### config.mk
export PLATFORM = sky130hd
export DESIGN_NAME = uart_register_block_unit
export DESIGN_NICKNAME = d
export VERILOG_FILES = /design/src/design/urb_pkg.sv /design/src/design/uart_register_block_unit.sv /design/src/design/urb_core.sv
export VERILOG_INCLUDE_DIRS = /design/src /design/src/design
export SDC_FILE = /design/constraint.sdc
export NUM_CORES = 1
export LEC_CHECK = 0
export CAP_MARGIN = 25
export CORE_MARGIN = 2
export CORE_UTILIZATION = 55
export DETAILED_ROUTE_END_ITERATION = 8
export DONT_BUFFER_PORTS = 1
export PLACE_DENSITY = 0.73
export SETUP_SLACK_MARGIN = 0.2
export SYNTH_ARGS = -nofsm -noshare
export SYNTH_HDL_FRONTEND = slang
export SYNTH_SLANG_ARGS = --single-unit
### constraint.sdc
create_clock -name clk -period 5.4 [get_ports clk]
set_clock_uncertainty 0.05 [all_clocks]
set_input_delay 1.08 -clock clk [delete_from_list [all_inputs] [get_ports clk]]
set_output_delay 1.08 -clock clk [all_outputs]
set_load 0.005 [all_outputs]
### src/design/uart_register_block_unit_assert.svh
// Assertion macros for the serial interface register block.
`ifndef UART_REGISTER_BLOCK_UNIT_ASSERT_SVH
`define UART_REGISTER_BLOCK_UNIT_ASSERT_SVH

// Same-cycle implication, sampled on clk, off during rst.
`define URB_ASSERT_NOW(label, ante, cons) \
  label: assert property (@(posedge clk) disable iff (rst) (ante) |-> (cons)) \
    else $error("urb assertion failed");

// Next-cycle implication, sampled on clk, off during rst.
`define URB_ASSERT_NEXT(label, ante, cons) \
  label: assert property (@(posedge clk) disable iff (rst) (ante) |=> (cons)) \
    else $error("urb assertion failed");

`endif

### src/design/urb_pkg.sv
// Package: transaction types, command and register codes, bit positions.
package urb_pkg;

  typedef struct packed {
    logic [2:0] cmd;
    logic [2:0] addr;
    logic [7:0] wdata;
    logic [7:0] rx_byte;
  } urb_req_t;

  typedef struct packed {
    logic [7:0] read_data;
    logic       rx_accepted;
    logic       rx_ready;
    logic       tx_valid;
    logic [7:0] tx_byte;
    logic       txi_pulse;
    logic       rxi_pulse;
    logic       eri_level;
    logic       tei_level;
  } urb_rsp_t;

  localparam logic [2:0] CMD_READ  = 3'd0;
  localparam logic [2:0] CMD_WRITE = 3'd1;
  localparam logic [2:0] CMD_RX    = 3'd2;
  localparam logic [2:0] CMD_BREAK = 3'd3;
  localparam logic [2:0] CMD_TICK  = 3'd4;

  localparam logic [2:0] ADDR_SMR  = 3'd0;
  localparam logic [2:0] ADDR_BRR  = 3'd1;
  localparam logic [2:0] ADDR_SCR  = 3'd2;
  localparam logic [2:0] ADDR_TDR  = 3'd3;
  localparam logic [2:0] ADDR_SSR  = 3'd4;
  localparam logic [2:0] ADDR_RDR  = 3'd5;
  localparam logic [2:0] ADDR_SCMR = 3'd6;
  localparam logic [2:0] ADDR_SEMR = 3'd7;

  localparam int ST_MPBT = 0;
  localparam int ST_TEND = 2;
  localparam int ST_PER  = 3;
  localparam int ST_FER  = 4;
  localparam int ST_ORER = 5;
  localparam int ST_RDRF = 6;
  localparam int ST_TDRE = 7;
  localparam logic [7:0] ST_ERR_MASK = 8'h38;
  localparam logic [7:0] SSR_WR_MASK = 8'h39;

  localparam int CT_TEIE = 2;
  localparam int CT_RE   = 4;
  localparam int CT_TE   = 5;
  localparam int CT_RIE  = 6;
  localparam int CT_TIE  = 7;

  localparam int MD_STOP = 3;
  localparam int MD_PE   = 4;
  localparam int MD_CHR  = 6;

  localparam int CNT_W = 23;

  localparam logic [7:0] SMR_RST = 8'h00;
  localparam logic [7:0] BRR_RST = 8'hff;
  localparam logic [7:0] TDR_RST = 8'hff;
  localparam logic [7:0] SSR_RST = 8'h84;

endpackage

### src/design/uart_register_block_unit.sv
// Top level: request register, register block core, response register.
//
// Serial interface register block. One request channel (req_valid, req_stall,
// req) carries bus reads and writes of the eight byte registers, bytes arriving
// from the serial line, line breaks and input-clock ticks. One response channel
// (rsp_valid, rsp_stall, rsp) returns exactly one response transaction for
// every request transaction, in order.
// Path: a request passes through the request register, the register block core
// and the response register, in that order, before its response appears.
// Throughput: one transaction per cycle while the receiver does not stall; the
// whole register update, including the frame-time multiply, is combinational
// between the request and response registers.
// Reset: registers take their documented values (SSR 0x84, BRR and TDR 0xff,
// the rest zero), countdowns clear, both channels go empty.
// Stall: when rsp_stall holds the response register full, the request register
// stays loaded and req_stall rises once it is full; no transaction is dropped.
module uart_register_block_unit (
  input  logic              clk,
  input  logic              rst,
  input  logic              req_valid,
  output logic              req_stall,
  input  urb_pkg::urb_req_t req,
  output logic              rsp_valid,
  input  logic              rsp_stall,
  output urb_pkg::urb_rsp_t rsp
);
  import urb_pkg::*;

  logic     req_full;
  urb_req_t req_hold;
  urb_rsp_t core_res;
  logic     rsp_free, step;

  assign rsp_free  = !rsp_valid || !rsp_stall;
  assign step      = req_full && rsp_free;
  assign req_stall = req_full && !rsp_free;

  always_ff @(posedge clk) begin
    if (rst) begin
      req_full <= 1'b0;
    end else if (!req_stall) begin
      req_full <= req_valid;
    end
  end

  always_ff @(posedge clk) begin
    if (!req_stall && req_valid) begin
      req_hold <= req;
    end
  end

  urb_core u_core (
    .clk  (clk),
    .rst  (rst),
    .step (step),
    .req  (req_hold),
    .res  (core_res)
  );

  always_ff @(posedge clk) begin
    if (rst) begin
      rsp_valid <= 1'b0;
    end else if (rsp_free) begin
      rsp_valid <= step;
    end
  end

  always_ff @(posedge clk) begin
    if (step) begin
      rsp <= core_res;
    end
  end

endmodule

### src/design/urb_core.sv
// Register file, frame countdowns and single-pass next-state logic.
module urb_core (
  input  logic              clk,
  input  logic              rst,
  input  logic              step,
  input  urb_pkg::urb_req_t req,
  output urb_pkg::urb_rsp_t res
);
  import urb_pkg::*;

  logic [7:0]       mode_reg, baud_reg, control_reg, transmit_reg, status_reg;
  logic [7:0]       receive_reg, smartcard_mode_reg, extended_mode_reg, status_snapshot;
  logic [CNT_W-1:0] tx_countdown, rx_countdown;
  logic             tx_running, error_irq, tx_end_irq;

  logic [7:0]       mode_reg_next, baud_reg_next, control_reg_next, transmit_reg_next;
  logic [7:0]       status_reg_next, receive_reg_next, smartcard_mode_reg_next;
  logic [7:0]       extended_mode_reg_next, status_snapshot_next;
  logic [CNT_W-1:0] tx_countdown_next, rx_countdown_next;
  logic             tx_running_next, error_irq_next, tx_end_irq_next;

  logic [3:0]       frame_bits;
  logic [11:0]      frame_prod;
  logic [2:0]       frame_shift;
  logic [CNT_W-1:0] frame_ticks;
  logic [CNT_W-1:0] tx_cnt_dec;
  logic             busy, start, frame_done;

  // frame time from the current mode and baud registers
  always_comb begin
    frame_bits  = 4'd9 - {3'b0, mode_reg[MD_CHR]} + {3'b0, mode_reg[MD_PE]}
                + {3'b0, mode_reg[MD_STOP]};
    frame_prod  = 12'(frame_bits) * 12'(baud_reg);
    frame_shift = {mode_reg[1:0], 1'b0};
    frame_ticks = (CNT_W'(frame_prod) << 5) << frame_shift;
  end

  assign busy       = control_reg[CT_TE] | control_reg[CT_RE];
  assign tx_cnt_dec = (tx_countdown != '0) ? tx_countdown - 1'b1 : tx_countdown;
  assign frame_done = (req.cmd == CMD_TICK) && tx_running && (tx_cnt_dec == '0);

  always_comb begin
    mode_reg_next           = mode_reg;
    baud_reg_next           = baud_reg;
    control_reg_next        = control_reg;
    transmit_reg_next       = transmit_reg;
    status_reg_next         = status_reg;
    receive_reg_next        = receive_reg;
    smartcard_mode_reg_next = smartcard_mode_reg;
    extended_mode_reg_next  = extended_mode_reg;
    status_snapshot_next    = status_snapshot;
    tx_countdown_next       = tx_countdown;
    rx_countdown_next       = rx_countdown;
    tx_running_next         = tx_running;
    error_irq_next          = error_irq;
    tx_end_irq_next         = tx_end_irq;
    start                   = 1'b0;
    res                     = '0;

    case (req.cmd)
      CMD_READ: begin
        unique case (req.addr)
          ADDR_SMR:  res.read_data = mode_reg;
          ADDR_BRR:  res.read_data = baud_reg;
          ADDR_SCR:  res.read_data = control_reg;
          ADDR_TDR:  res.read_data = transmit_reg;
          ADDR_SSR: begin
            status_snapshot_next = status_reg;
            res.read_data        = status_reg;
          end
          ADDR_RDR: begin
            status_reg_next[ST_RDRF] = 1'b0;
            res.read_data            = receive_reg;
          end
          ADDR_SCMR: res.read_data = smartcard_mode_reg;
          default:   res.read_data = extended_mode_reg;
        endcase
      end
      CMD_WRITE: begin
        unique case (req.addr)
          ADDR_SMR: if (!busy) mode_reg_next = req.wdata;
          ADDR_BRR: if (!busy) baud_reg_next = req.wdata;
          ADDR_SCR: begin
            control_reg_next = req.wdata;
            if (req.wdata[CT_TE]) begin
              status_reg_next[ST_TDRE] = 1'b1;
              status_reg_next[ST_TEND] = 1'b1;
              res.txi_pulse            = req.wdata[CT_TIE];
            end
            if (!req.wdata[CT_TEIE]) tx_end_irq_next = 1'b0;
            if (!req.wdata[CT_RIE])  error_irq_next  = 1'b0;
          end
          ADDR_TDR: begin
            transmit_reg_next = req.wdata;
            if (status_reg[ST_TEND]) begin
              start = 1'b1;
            end else begin
              status_reg_next[ST_TDRE] = 1'b0;
            end
          end
          ADDR_SSR: begin
            status_reg_next = (status_reg & ~SSR_WR_MASK) | (req.wdata & SSR_WR_MASK);
            if (((status_snapshot & ST_ERR_MASK) != '0) &&
                ((req.wdata & ST_ERR_MASK) == '0)) begin
              error_irq_next = 1'b0;
            end
          end
          ADDR_RDR:  ;
          ADDR_SCMR: smartcard_mode_reg_next = req.wdata;
          default:   extended_mode_reg_next  = req.wdata;
        endcase
      end
      CMD_RX: begin
        if (control_reg[CT_RE] && (rx_countdown == '0)) begin
          res.rx_accepted   = 1'b1;
          rx_countdown_next = frame_ticks;
          if (status_reg[ST_RDRF]) begin
            status_reg_next[ST_ORER] = 1'b1;
            if (control_reg[CT_RIE]) error_irq_next = 1'b1;
          end else begin
            receive_reg_next         = req.rx_byte;
            status_reg_next[ST_RDRF] = 1'b1;
            res.rxi_pulse            = control_reg[CT_RIE];
          end
        end
      end
      CMD_BREAK: begin
        status_reg_next[ST_FER] = 1'b1;
        if (control_reg[CT_RIE]) error_irq_next = 1'b1;
      end
      CMD_TICK: begin
        if (rx_countdown != '0) rx_countdown_next = rx_countdown - 1'b1;
        if (tx_running) tx_countdown_next = tx_cnt_dec;
        if (frame_done) begin
          if (!status_reg[ST_TDRE]) begin
            start = 1'b1;
          end else begin
            tx_running_next          = 1'b0;
            status_reg_next[ST_TEND] = 1'b1;
            if (control_reg[CT_TEIE]) tx_end_irq_next = 1'b1;
          end
        end
      end
      default: ;
    endcase

    if (start) begin
      res.tx_valid             = 1'b1;
      res.tx_byte              = transmit_reg_next;
      tx_running_next          = 1'b1;
      tx_countdown_next        = frame_ticks;
      status_reg_next[ST_TEND] = 1'b0;
      status_reg_next[ST_TDRE] = 1'b1;
      tx_end_irq_next          = 1'b0;
      if (control_reg[CT_TIE]) res.txi_pulse = 1'b1;
    end

    res.rx_ready  = control_reg_next[CT_RE] && (rx_countdown_next == '0);
    res.eri_level = error_irq_next;
    res.tei_level = tx_end_irq_next;
  end

  always_ff @(posedge clk) begin
    if (rst) begin
      mode_reg           <= SMR_RST;
      baud_reg           <= BRR_RST;
      control_reg        <= '0;
      transmit_reg       <= TDR_RST;
      status_reg         <= SSR_RST;
      receive_reg        <= '0;
      smartcard_mode_reg <= '0;
      extended_mode_reg  <= '0;
      status_snapshot    <= '0;
      tx_countdown       <= '0;
      rx_countdown       <= '0;
      tx_running         <= 1'b0;
      error_irq          <= 1'b0;
      tx_end_irq         <= 1'b0;
    end else if (step) begin
      mode_reg           <= mode_reg_next;
      baud_reg           <= baud_reg_next;
      control_reg        <= control_reg_next;
      transmit_reg       <= transmit_reg_next;
      status_reg         <= status_reg_next;
      receive_reg        <= receive_reg_next;
      smartcard_mode_reg <= smartcard_mode_reg_next;
      extended_mode_reg  <= extended_mode_reg_next;
      status_snapshot    <= status_snapshot_next;
      tx_countdown       <= tx_countdown_next;
      rx_countdown       <= rx_countdown_next;
      tx_running         <= tx_running_next;
      error_irq          <= error_irq_next;
      tx_end_irq         <= tx_end_irq_next;
    end
  end

`include "uart_register_block_unit_assert.svh"

  `URB_ASSERT_NOW(a_tend_idle, !status_reg[ST_TEND], tx_running)
  `URB_ASSERT_NEXT(a_start_runs, step && res.tx_valid, tx_running && !status_reg[ST_TEND])
  `URB_ASSERT_NOW(a_eri_rie, $rose(error_irq), control_reg[CT_RIE])

endmodule

## Yosys cells after proc, flatten, opt, wreduce, memory -nomap -nowiden

Cells that the tools add are included.

- Bits in registers: 166
- Output and inout port bits: 25
- Logic and storage cells: 176

- Add/subtract/negate cells: 5
- Multiply operators: 1
- Eq/ne operators: 20
- Shifts and indexed selects: 1
- Multiplexer cells: 58
- Bitwise operators: 7
- Reduce and logical (&&, ||, !) cells: 49

Operators by type and width:

| operator | count |
|---|---|
| 23-bit 2-to-1 mux | 6 |
| 23-bit logical NOT | 3 |
| 8-bit one-hot mux with 7 select lines | 1 |
| 23-bit one-hot mux with 2 select lines | 1 |
| 23-bit nonzero test | 2 |
| 23-bit by 1-bit subtractor with 23-bit output, second input constant | 2 |
| 1-bit 2-to-1 mux | 33 |
| 17-bit by 3-bit left shift with 23-bit output | 1 |
| 3-bit AND reduction | 7 |
| 8-bit 2-to-1 mux | 2 |
| 4-bit AND reduction | 4 |
| 5-bit AND reduction | 3 |
| 1-bit one-hot mux with 2 select lines | 7 |
| 2-bit nonzero test | 7 |
| 3-bit by 2-bit == test with 1-bit output, second input constant | 4 |
| 3-bit == test, second input constant | 4 |
| 4-bit by 8-bit multiplier with 12-bit output | 1 |
| 10-bit 2-to-1 mux | 1 |
| 5-bit 2-to-1 mux | 2 |
| 1-bit one-hot mux with 3 select lines | 3 |
| 4-bit by 1-bit adder with 4-bit output | 2 |
| 1-bit logical AND | 8 |
| 8-bit logical NOT | 1 |
| 4-bit by 3-bit != test with 1-bit output, second input constant | 2 |
| other kinds (21) | 34 |

## Logic depth before layout (Yosys ltp)

- Depth after elaboration: 9
- Depth in mapped cells: 18
- Mapped depth without buffers: 17

## Hierarchy

A second synthesis with hierarchy kept.

- Cells, all modules: 1055
- Area total of the unflattened synthesis: 9176.3 um^2

Modules (own cells, without submodules):

| module | instances | cells an instance | area an instance (um^2) |
|---|---|---|---|
| urb_core | 1 | 1000 | 7738.7 |
| uart_register_block_unit | 1 | 55 | 1437.6 |

## Worst setup path after synthesis

Ideal clock, no wire load.

- Path kind: reg2reg
- From: register u_core.mode_reg[3]
- To: register rsp[13] in the netlist's numbering (data pin)
- Arrival time: 4.002 ns
- Slack: 1.192 ns
- Stages on the path, launching flop included: 18
- Cell sequence: dfxtp_1 inv_1 fa_1 nor2b_1 ha_1 inv_1 fa_1 inv_1 ha_1 clkbuf_1 o21a_1 o21a_1 and3_1 a211oi_1 mux2i_1 a2111oi_0 nand4_1 nor3_1

RTL lines:

| item | RTL line | source |
|---|---|---|
| from (decl) | urb_core.sv:11 | `logic [7:0] mode_reg, baud_reg, control_reg, transmit_reg, status_reg;` |
| from (signal assigned) | urb_core.sv:180 | `mode_reg <= mode_reg_next;` |
| to (signal assigned) | uart_register_block_unit.sv:70 | `rsp <= core_res;` |
| to (decl) | uart_register_block_unit.sv:25 | `output urb_pkg::urb_rsp_t rsp` |

==> metrics.csv <==
metric,value,unit
grt_pass1_vias,7735,
r2r_slack,0.74,ns
clockBufferDepth,2,
max-cap-violations,0,
drtIter0Drc,789,
hp-class,reg -> reg,
rows,47,
route.detailed.wl_per_inst,20.1,µm
synth_ff_type,dfxtp_1,
crit_required,5.63,ns
fin_setup_tns,0,ns
yosys-top-cells-area,"dfxtp_1 25%, edfxtp_1 14%, mux2i_1 8.5%, nor2_1 5.7%, nand2_1 3.6%",
dr_total_vias,8196,
ys_seq_area_share,39.3,%
cellLeakagePower,3.87,nW
synth_enable_flop_cells,45,
syn_to_final_growth,7.86,%
coreArea,16600,µm²
grt_max_degree,89,
clk_pin_slew,0.07,ns
finalWorstSetupSlack,0.736,ns
rsz0062_at_grt,no,
post-cts-setup-buffers,0,
drc,0,
busiest_layer,met2,
maxSlewViolCount,0,
ys_warn_count,0,
clock_latency,0.43,ns
grt_pass1_wl,41.4,mm
io_buffer_count,0,
irDropWorstVdd,258,µV
yosysUniqueCellTypes,86,
antenna_found_initial,0,
grt_overflow,0,
worst_pin_slew,0.920,ns
place_congestion,0.910,
pre_cts_ws,0.688,ns
biggestRegsByFlops,"rsp (23), u_core.rx_countdown (23), u_core.tx_countdown (23)",
cts_made_buffers,17,
end_kind,flop,
drive_above_1_share,8.93,%
grt_use_total,29.0,%
crit_fanout,8,
synth_top_cell_area_share,24.9,%
fin_crit_sh,86.4,%
power-per-cell-area,274,nW/µm²
arrival,4.89,ns
max_freq,0.214,GHz
yosysMostFrequentCell,nor2_1,
startpoint_type,flop,
layout.cells.non_filler,1273,
dr.pass1.iters,5,
async_flop_share,0,%
final_nets,1094,
design_area,10100,µm²
initial_utilization,56.4,%
relSlewSlack,38.6,%
ys_ff_latch,162,
cts_sinks,162,
use_met1,40.1,%
dp.cells,1239,
crit_type,reg -> reg,
placed_cell_area,9510,µm²
clk_root_buffer_cell,clkbuf_16,
totalWireLength,25.5,mm
finalSetupViolCount,0,
finalHoldViolCount,0,
syn_area,9390,µm²
fin_crit,4.66,ns
die-area,18100,µm²
cts_tree,built,
htreeDepth,4,
met3_usage,5.29,%
status,"complete, no violations",
synth_largest_area_cell,dfxtp_1,
die_y,135,µm
syn_nets,1128,
antenna_cells,0,
io_pins,51,
viasPerCell,6.44,
synthCells,1074,
dieWidth,135,µm
synth.top_cells.by_count,"143 x nor2_1, 117 x dfxtp_1, 91 x nand2_1, 80 x mux2i_1",
ant_nets,0,
avgSynthCellArea,8.74,µm²
hpwlAfterDp,17.9,mm
grt_use_met2,45.5,%
timing.hold.ws,0.422,ns
cell type report:
type / count / area [µm²]
fillers: 1439 / 6510
multi-input cells: 803 / 5290
flip-flops and latches: 162 / 3690
clock buffers: 18 / 429
well taps: 220 / 275
clock inverters: 14 / 164
inverters: 40 / 150
repair buffers: 16 / 128
layout by cell type, fill, tap and decap left out, types with 13 or more instances in the layout:
cell and instances:
dfxtp_1 117, nor2b_1 15, nand3_1 30, edfxtp_1 45
or3_1 14, nor3_1 42, nor2_1 143, o22ai_1 13
ha_1 22, o21ai_0 50, nand2_1 91, a211oi_1 17
inv_1 36, clkbuf_16 17, mux2i_1 80, buf_4 14
a21oi_1 55
path summary, 6_finish.rpt:
path | to | cells past startpoint | from
hold reg to reg | u_core.tx_running$_SDFFE_PP0P_ | 2 | u_core.tx_running$_SDFFE_PP0P_
hold / removal | u_core.tx_running$_SDFFE_PP0P_ | 2 | u_core.tx_running$_SDFFE_PP0P_
setup reg to reg | rsp[13]$_DFFE_PP_ | 15 | u_core.mode_reg[3]$_SDFFE_PP0P_
setup / recovery | rsp[13]$_DFFE_PP_ | 15 | u_core.mode_reg[3]$_SDFFE_PP0P_
power by group:
part           leakage (nW)  switching (mW)  total, mW  internal, mW
registers              1.38          0.0384       1.32          1.28
clock network         0.292           0.566       1.23         0.663
logic                  2.20           0.148      0.233        0.0846
critical path, stage by stage, from the launching register on:
cell and delay, ns:
dfxtp_1 0.35, inv_1 0.07, fa_1 0.55, nor2b_1 0.18, ha_1 0.27, fa_1 0.48, ha_1 0.36, a21o_1 0.20
a21oi_1 0.24, xnor2_1 0.13, a221oi_1 0.41, nor2_1 0.10, or3_1 0.35, a2111oi_0 0.43, nand4_1 0.15, nor3_1 0.18
kinds of logic after synthesis:
kind of cell,after synthesis,share of synthesized area (%)
simple gates,420,22.1
compound gates,245,17.8
flops,162,39.3
buf+inv,109,4.61
mux,91,10.2
fa+ha+maj,28,4.21
xor+xnor,19,1.77
per-stage QoR:
| step | utilization, % | power [mW] |
|---|---|---|
| 6_report | 60.9 | 2.78 |
| 5_1_grt | 60.9 | 2.87 |
| 4_1_cts | 60.7 | 2.78 |
| 3_5_place_dp | 57.1 | 1.57 |
| 3_3_place_gp | 57.1 | 1.57 |
| 2_1_floorplan | - | 1.51 |
metal layers:
layer | wire (µm) | vias to the layer above
met3 | 1720 | 56
met4 | 647 | 0
li1 | - | 3869
met2 | 11900 | 337
met1 | 11300 | 3934
met5 | 0 | -
repair_timing:
action / CTS / global route
gates resized for setup: 0 / 1
hold buffers: 0 / 0
setup endpoints to repair: 0 / 1
No activity file was read; power rests on OpenSTA's default activity.
